--- config.mk ---
export PLATFORM = sky130hd
export DESIGN_NAME = m4vt_merge
export DESIGN_NICKNAME = d
export VERILOG_FILES = /design/src/design/m4vt_pkg.sv /design/src/design/m4vt_merge.sv
export SDC_FILE = /design/constraint.sdc
export NUM_CORES = 1
export LEC_CHECK = 0
export BUFFER_PORTS_ARGS = -buffer_cell sky130_fd_sc_hd__buf_2
export CORE_AREA = 2 2 131 133
export DETAILED_ROUTE_END_ITERATION = 12
export DIE_AREA = 0 0 133 135
export GPL_ROUTABILITY_DRIVEN = 0
export GPL_TIMING_DRIVEN = 0
export PLACE_DENSITY_LB_ADDON = 0.2
export REMOVE_ABC_BUFFERS = 1
export SYNTH_ARGS = -nofsm -noshare
export SYNTH_HDL_FRONTEND = slang
export SYNTH_SLANG_ARGS = --single-unit
--- constraint.sdc ---
create_clock -name i_clk -period 2.6 [get_ports i_clk]
set_input_delay 0.13 -clock i_clk [delete_from_list [all_inputs] [get_ports i_clk]]
set_output_delay 0.13 -clock i_clk [all_outputs]
set_load 0.01 [all_outputs]
--- src/design/m4vt_pkg.sv ---
// m4vt_pkg: shared types and constants of the 4x4 matrix-vector transform.
// No dependencies; imported by every module of the block.
`default_nettype none
package m4vt_pkg;

    localparam int LANES      = 4;   // one lane per matrix row
    localparam int COLS       = 4;   // vector components per item
    localparam int COEF_W     = 16;  // signed Q3.12 coefficient
    localparam int COMP_W     = 32;  // signed Q15.16 vector component
    localparam int PROD_W     = COEF_W + COMP_W;      // 48
    localparam int PAIR_W     = PROD_W + 1;           // 49
    localparam int SUM_W      = PROD_W + 2;           // 50
    localparam int FRAC_SHIFT = 12;
    localparam int QUOT_W     = SUM_W - FRAC_SHIFT;   // 38
    localparam int ROW_W      = COLS * COEF_W;        // 64
    localparam int VEC_W      = COLS * COMP_W;        // 128
    localparam int ADDR_W     = 5;

    typedef logic [ROW_W-1:0]         t_row;
    typedef logic [VEC_W-1:0]         t_vec;
    typedef logic signed [SUM_W-1:0]  t_lane_sum;

    // Control that travels from the top level into the merge stage
    typedef struct packed {
        logic adv;   // whole pipeline advances this cycle
        logic vld;   // last lane stage holds an item
    } t_pipe_ctl;

    // Identity matrix after reset
    localparam t_row ROW_RESET [LANES] = '{
        64'h0000_0000_0000_1000, 64'h0000_0000_1000_0000,
        64'h0000_1000_0000_0000, 64'h1000_0000_0000_0000
    };

endpackage
`default_nettype wire

--- src/design/m4vt_merge.sv ---
// m4vt_merge: saturate the four lane sums, combine clip flags, output register.
// Depends on m4vt_pkg.
`default_nettype none
module m4vt_merge
    import m4vt_pkg::*;
#(
    parameter int DATA_WIDTH = 32
) (
    input  wire logic       i_clk,
    input  wire logic       i_rst_n,
    input  wire t_pipe_ctl  i_ctl,
    input  wire t_lane_sum  i_sums [LANES],
    output logic            o_valid,
    output t_vec            o_data,
    output logic            o_sat
);

    localparam int SAT_W = (DATA_WIDTH < COMP_W) ? DATA_WIDTH : COMP_W;
    localparam logic signed [QUOT_W-1:0] SAT_HI =
        (QUOT_W'(1) <<< (SAT_W - 1)) - QUOT_W'(1);
    localparam logic signed [QUOT_W-1:0] SAT_LO = -SAT_HI - QUOT_W'(1);

    logic                     r_valid;
    t_vec                     r_data;
    logic                     r_sat;
    t_vec                     w_data;
    logic [LANES-1:0]         w_clip;
    logic signed [QUOT_W-1:0] w_quot [LANES];

    always_comb begin
        for (int l = 0; l < LANES; l++) begin
            w_quot[l] = i_sums[l][SUM_W-1:FRAC_SHIFT];
            w_clip[l] = 1'b0;
            if (w_quot[l] > SAT_HI) begin
                w_quot[l] = SAT_HI;
                w_clip[l] = 1'b1;
            end else if (w_quot[l] < SAT_LO) begin
                w_quot[l] = SAT_LO;
                w_clip[l] = 1'b1;
            end
            w_data[l*COMP_W +: COMP_W] = w_quot[l][COMP_W-1:0];
        end
    end

    always_ff @(posedge i_clk) begin
        if (!i_rst_n) begin
            r_valid <= 1'b0;
        end else if (i_ctl.adv) begin
            r_valid <= i_ctl.vld;
        end
    end

    always_ff @(posedge i_clk) begin
        if (i_ctl.adv) begin
            r_data <= w_data;
            r_sat  <= |w_clip;
        end
    end

    assign o_valid = r_valid;
    assign o_data  = r_data;
    assign o_sat   = r_sat;

endmodule
`default_nettype wire

==> results of run 1 <==
[cell usage in the layout (no fill, tap or decap), types with 5 or more instances in the layout]
| master | Yosys | routed |
|---|---|---|
| clkbuf_16 | 0 | 17 |
| edfxtp_1 | 129 | 129 |
| o21a_1 | 62 | 62 |
| a21o_1 | 62 | 62 |
| dlygate4sd3_1 | 0 | 106 |
| buf_2 | 12 | 284 |
| clkbuf_1 | 4 | 6 |
| nor2_1 | 5 | 5 |
[state kept, by name, indices dropped and copies added, names as in the netlist]
name and count:
o_valid 1, o_sat 1, o_data 128
[per-layer routing]
metal / vias up / routed length, um
li1: 1996 / -
met1: 2050 / 5630
met2: 186 / 7500
met3: 22 / 1150
met4: 0 / 258
met5: - / 0
[power by group through the flow]
| stage | Sequential (mW) | Combinational [mW] | Clock [mW] |
|---|---|---|---|
| after floorplan | 2.71 | 0.156 | 0 |
| after global placement | 2.60 | 0.643 | 0 |
| after detailed placement | 2.60 | 0.673 | 0 |
| after CTS | 2.56 | 0.796 | 2.50 |
| after global routing | 2.58 | 0.862 | 2.59 |
| final | 2.56 | 0.798 | 2.44 |
[critical path, delay by kind of cell]
kind | cells | cell delay [ps]
AOI/OAI and AO/OA | 1 | 290
buffers and inverters | 3 | 920
and+or+nand+nor | 2 | 290
[worst paths after layout]
kind	end
worst max-delay path	o_sat$_DFFE_PP_
worst min-delay path	o_data[70]$_SDFFCE_PN1P_
worst max register to register	o_valid$_SDFFE_PN0P_
worst min register to register	o_valid$_SDFFE_PN0P_
[cell families after synthesis]
logic type | count (synthesis)
muxes | 1
buffers and inverters | 28
AOI/OAI and AO/OA | 133
DFF | 130
and+or+nand+nor | 20
[area by class of cell]
cell class,count,area share (%)
sequential,130,45.6
timing repair buffer,397,30.7
multi-input combinational,154,13.4
clock buffer,27,5.89
tap,220,3.22
clock inverter,5,1.17
[per-stage QoR]
step           instance area [um2]  setup TNS (ps)  util (%)  hold slack [ps]
3_5_place_dp                  6860               0      41.8              347
4_1_cts                       8490               0      51.7            0.686
6_report                      8540               0      52.1             16.8
2_1_floorplan                 5000               0         -              229
5_1_grt                       8540               0      52.1             1.84
3_3_place_gp                  6710          -12560      40.9              333
[what timing repair did]
item | 4_1_cts | 5_1_grt
hold buffers | 102 | 4
gates resized for setup | 0 | 0
buffers inserted | 0 | 0
setup endpoints to repair | 0 | 0
endpoints found under the hold margin | 101 | 4
==> summary.txt, run 1 <==
Drt
  – Iter 0 DRT Violations: roughly 180
  – Drt total wl: about 15,000 um
  – Via density: ~4.6
  – DR DRC count: 0
  – Via count: roughly 4,300
  – Mean routed wirelength per cell: 15.6 um
  – DRT antenna net count: 0
  – Drt pass-1 iters: 4

Setup path
  – Crit Path Max Fanout: 17
  – CP Data Arrival Time: 1630 ps
  – Startpoint Class: input pin
  – FF-to-FF Start: o_valid$_SDFFE_PN0P_
  – Worst Setup SP: i_sums[199]
  – Crit path largest cell delay: between 500 and 600 ps
  – Slowest cell on the critical path: dlygate4sd3_1
  – Reg2reg setup slack: between 1000 and 1500 ps
  – Worst Path Required: 2700 ps
  – Worst Path Class, Setup: input pin to flip-flop
  – Crit-path cells: dlygate4sd3_1, buf_2, o21ai_2, buf_8, and4_1, nand4b_1
  – Crit. End Element: flip-flop
  – R2R depth: 3

Pwr
  – P_int: 4.54 mW
  – VDD IR-drop max: 0.391 mV
  – Total Power: approximately 5.8 mW
  – Power share of the combinational group: about 14%
  – Power Density: 678 nW/um2
  – Clock share of power: 42.1%
  – Sw power: between 1 and 1.5 mW
  – Pleak: approximately 3.8 nW
  – Seq pwr share: 44.2%
  – Net Sw Frac: a little over a fifth

Worst hold path
  – Min-Delay Path Class: input pin to flip-flop
  – WHS Path Cells: 2
  – Hold Startpoint: i_sums[68]

Yosys
  – Post-synthesis mux area share: less than 1%
  – Commonest cells in the netlist: 129 x edfxtp_1, 62 x a21o_1, 62 x o21a_1, 12 x buf_2, 12 x buf_6
  – Ys Warns: 0
  – Top cells by area, synth: edfxtp_1 74%, a21o_1 8.9%, o21a_1 8.9%
  – Synth area leader: edfxtp_1
  – Number of distinct library cells after synthesis: 21
  – Sequential share of the synthesized area: 74.7%
  – Ys flop type: edfxtp_1
  – Number of synthesized flops with an enable pin: 129
  – Ys async rst share: 0%
  – Post-synthesis simple-gate area fraction: around 2.2%
  – Post-Syn Instances: roughly 310
  – Post-synthesis xor/xnor area fraction: 0%
  – Largest family of logic cells by synthesized area: compound AO/OA/AOI/OAI gates
  – Top-count cell post-synth: edfxtp_1
  – Top-area cell type share of the netlist area: 74.3%
  – Avg Cell Area, Syn: 16.7 um2
  – Adder-Cell Fraction of Synth Area: 0%
  – Synthesis-stage register bit count: 130
  – Synthesized area: between 5000 and 6000 um2
  – Post-synthesis compound-gate area fraction: between 10% and 20%

Floorplanning
  – Core area: 16,400 um2
  – Initial Utilization: 31.8%
  – I/O pin cnt: between 300 and 400
  – Chip height: around 140 um
  – Horiz. Die Dim: 133 um
  – Die area: around 18,000 um2
  – Row count: 47

Clock network
  – H-tree Lvls: 4
  – Worst skew pair latency: between 400 and 500 ps
  – Root cell of the clock tree: clkbuf_16
  – Clock sink count: 130
  – CTS buffer count: 17
  – TritonCTS clock tree: yes
  – Clk slew on worst S/H paths: roughly 60 ps
  – Clk buf depth: 2

Timing
  – Slew at the pin closest to its max-slew limit: 1270 ps
  – Setup ws final: around 1100 ps
  – Final slew viol count: 0
  – Post-route clock skew: 0 ps
  – RSZ-0062 raised after global routing: no
  – Tcrit/Tclk final: just under 60%
  – Setup violations, final: 0
  – Final hold viol count: 0
  – Post-layout min period: roughly 1500 ps
  – Slew HR: about 16%
  – Fmax: ~650 MHz

Cells and area
  – Syn-to-layout area delta: 63.8%
  – Seq. cell area: between 3000 and 4000 um2
  – N_diodes: 0
  – Final-stage net count: approximately 900
  – Non-filler cells, final: approximately 930
  – Area used by multi-input combinational logic: approximately 1100 um2
  – Layout cells sized above 1: 45.9%
  – Fill count: about 1,400

Global route
  – GRT Total Usage: between 15 and 20%
  – M2 GR Usage: approximately 28%
  – First-pass GRT wire length: approximately 22,000 um
  – GRT overflow: 0
  – Met3 usage: about 6%
  – GRT busiest layer: met2
  – Largest net degree at the start of global routing: 69
  – Vias in the first global route: roughly 4,400
  – Grt met1 use: 17.5%
  – Initial antenna violation count: 0

Placement
  – Buffers on Ports: roughly 290
  – # placed instances: about 790
  – Post-DP HPWL: approximately 9400 um
  – DP Worst Slack: about 740 ps

Job
  – Max-Cap Viols: 0

Status
  – Status: finished, final reports clean
(Power assumes the default switching activity.)
==> inputs of run 2 (changes only) <==
Settings changed: ABC_AREA set to 1, CORE_AREA 2 2 131 133 to 2 2 129 131, DIE_AREA 0 0 133 135 to 0 0 131 133.
Clock period 2.6 ns to 1.48 ns, I/O delays scaled along.
==> summary.txt, run 2 <==
Cells and area
  – Syn-to-layout area delta: 64.9%
  – Design Area, Final: 8820 um2 (+3.2%)
  – Most common cell after layout, fill and taps aside: buf_2
  – Non-filler cells, final: 1,108 (+19%)
  – Final-stage net count: 1,079 (+19%)
  – Layout cells sized above 1: 36.9% (-8.9 points)
  – Most frequent cells in the layout: 284 x buf_2, 268 x nand2_1, 130 x dlygate4sd3_1, 129 x edfxtp_1, 17 x clkbuf_16
  – N_diodes: 0 (unchanged)
  – Max reg flops: 128 (unchanged)
  – Finished Core Util: 54.5% (+2.5 points)

Setup path
  – Crit. End Element: flip-flop
  – Worst Setup SP: o_valid$_SDFFE_PN0P_
  – Crit Path Max Fanout: 2 (-15)
  – Worst Path Class, Setup: flip-flop to flip-flop
  – Startpoint Class: flip-flop
  – R2R depth: 3 (unchanged)
  – RR Endpoint: o_valid$_SDFFE_PN0P_
  – Worst Path Required: 1780 ps (-920 ps)
  – FF-to-FF Start: o_valid$_SDFFE_PN0P_
  – CP Data Arrival Time: 1550 ps (-80 ps)
  – Reg2reg setup slack: 230 ps (-1190 ps)

Drt
  – DR DRC count: 0 (unchanged)
  – DRT antenna net count: 0 (unchanged)
  – Mean routed wirelength per cell: 13.2 um (-16%)
  – Via count: 4,682 (+10%)
  – Drt total wl: 14,600 um (+0.25%)
  – Via density: 4.23 (-7.3%)
  – Iter 0 DRT Violations: 210 (+20%)
  – Drt pass-1 iters: 4 (unchanged)

Global route
  – Initial antenna violation count: 0 (unchanged)
  – Vias in the first global route: 4,733 (+6.7%)
  – GRT overflow: 0 (unchanged)
  – First-pass GRT wire length: 22,300 um (+1.3%)
  – Largest net degree at the start of global routing: 69 (unchanged)
  – GRT Total Usage: 16.7% (+0.69 points)

Worst hold path
  – Worst Hold Path EP: o_data[9]$_SDFFCE_PN1P_
  – Min-Delay Path Class: input pin to flip-flop
  – WHS Path Cells: 1 (-1)
  – Hold Startpoint: i_ctl[1]

Yosys
  – Avg Cell Area, Syn: 11.4 um2 (-32%)
  – Sequential share of the synthesized area: 72.8% (-1.8 points)
  – Top cells by area, synth: edfxtp_1 72%, nand2_1 19%, buf_6 3.2%
  – Commonest cells in the netlist: 271 x nand2_1, 129 x edfxtp_1, 15 x buf_6, 15 x nor2_1, 10 x inv_1
  – Post-Syn Instances: 468 (+50%)
  – Synthesized area: 5350 um2 (+2.5%)
  – Ys async rst share: 0% (unchanged)
  – Ys Warns: 0 (unchanged)
  – Top-count cell post-synth: nand2_1
  – Number of synthesized flops with an enable pin: 129 (unchanged)
  – Number of distinct library cells after synthesis: 18 (-14%)
  – Synth area leader: edfxtp_1
  – Top-area cell type share of the netlist area: 72.5% (-1.8 points)
  – Synthesis-stage register bit count: 130 (unchanged)
  – Ys flop type: edfxtp_1

Placement
  – Post-DP Area: 6840 um2 (-0.27%)
  – # placed instances: 946 (+19%)
  – Post-DP HPWL: 9070 um (-3.9%)
  – Buffers on Ports: 285 (unchanged)

Pwr
  – Power Density: 1200 nW/um2 (+77%)
  – VDD IR-drop max: 0.687 mV (+76%)
  – Pleak: 4.10 nW (+9.0%)

Timing
  – Tcrit/Tclk final: between 80% and 90%
  – Setup TNS: 0 ps (unchanged)
  – Post-layout min period: ~1200 ps
  – Final hold viol count: 0 (unchanged)
  – RSZ-0062 raised after global routing: no
  – Slew at the pin closest to its max-slew limit: 745 ps (-522 ps)
  – Fmax: 802 MHz
  – Slew HR: 50.2% (+35 points)
  – Post-route clock skew: 0 ps (unchanged)
  – Setup violations, final: 0 (unchanged)
  – Final slew viol count: 0 (unchanged)

Clock network
  – Clk buf depth: 2 (unchanged)
  – Root cell of the clock tree: clkbuf_16
  – TritonCTS clock tree: yes
  – H-tree Lvls: 4 (unchanged)
  – Worst skew pair latency: 410 ps (about the same)
  – Clk slew on worst S/H paths: 60 ps (about the same)
  – CTS buffer count: 17 (unchanged)
  – Clock sink count: 130 (unchanged)
  – Postcts setup bufs: 0 (unchanged)

Floorplanning
  – Initial Utilization: 33.1% (+1.3 points)
  – Horiz. Die Dim: 131 um (-1.5%)
  – I/O pin cnt: 334 (unchanged)
  – Core area: 16,200 um2 (-1.4%)
  – Row count: 47 (unchanged)
  – Die area: 17,400 um2 (-3.0%)
  – Chip height: 133 um (-1.5%)

Status
  – Status: finished, final reports clean

Job
  – Max-Cap Viols: 0 (unchanged)
-- run 2: cell families after synthesis --
family / synth area share (%)
buffers and inverters: 5.13
flip-flops: 72.8
AND/OR/NAND/NOR: 21.5
AO/OA/AOI/OAI: 0.538
-- run 2: power by group --
group          switching [mW]  total, mW  internal [mW]
logic                   0.723       1.40          0.679
registers              0.0732       4.49           4.42
clock network            1.51       4.67           3.16
total                    2.31       10.6           8.26
-- run 2: cell type report --
class / instances / area, um2
timing repair buffer: 416 / 2760
multi-input combinational: 300 / 1180
clock buffer: 23 / 488
sequential: 130 / 3890
clock inverter: 9 / 175
tap: 220 / 275
fill: 1395 / 7360
inverter: 10 / 37.5
-- run 2: per-stage QoR --
stage / power [mW] / setup slack, ps / hold WS, ps
after floorplan: 5.02 / 218 / 167
after global placement: 5.68 / -1210 / 292
after detailed placement: 5.71 / -325 / 297
after CTS: 10.7 / 118 / 163
after global routing: 11.0 / 186 / 174
final: 10.6 / 234 / 166
-- run 2: what timing repair did --
action,in CTS,in global routing
resized for setup,0,3
endpoints found under the setup margin,0,1
endpoints found under the hold margin,129,0
hold buffers,130,0
-- run 2: worst max path at each step --
stage,slack [ps],end,cells after the start
6_report,230,o_valid$_SDFFE_PN0P_,3
5_1_grt,190,o_valid$_SDFFE_PN0P_,3
4_1_cts,120,o_sat$_DFFE_PP_,7
3_5_place_dp,-320,o_sat$_DFFE_PP_,7
3_3_place_gp,-1210,o_valid$_SDFFE_PN0P_,3
2_1_floorplan,220,o_sat$_DFFE_PP_,6
-- run 2: critical path: stages (launching register included) --
cell           delay, ps
dfxtp_1              310
o21ai_0              190
a21oi_1               60
dlygate4sd3_1        580
-- run 2: layer usage --
metal  global-route usage, %  share of wire (%)  wire (um)  vias to the layer above
li1                        -                  -          -                     2340
met1                    18.4                 40       5780                     2106
met2                    28.0                 49       7130                      212
met3                    7.28                9.3       1350                       24
met4                    6.62                2.1        311                        0
met5                       0                  0          0                        -
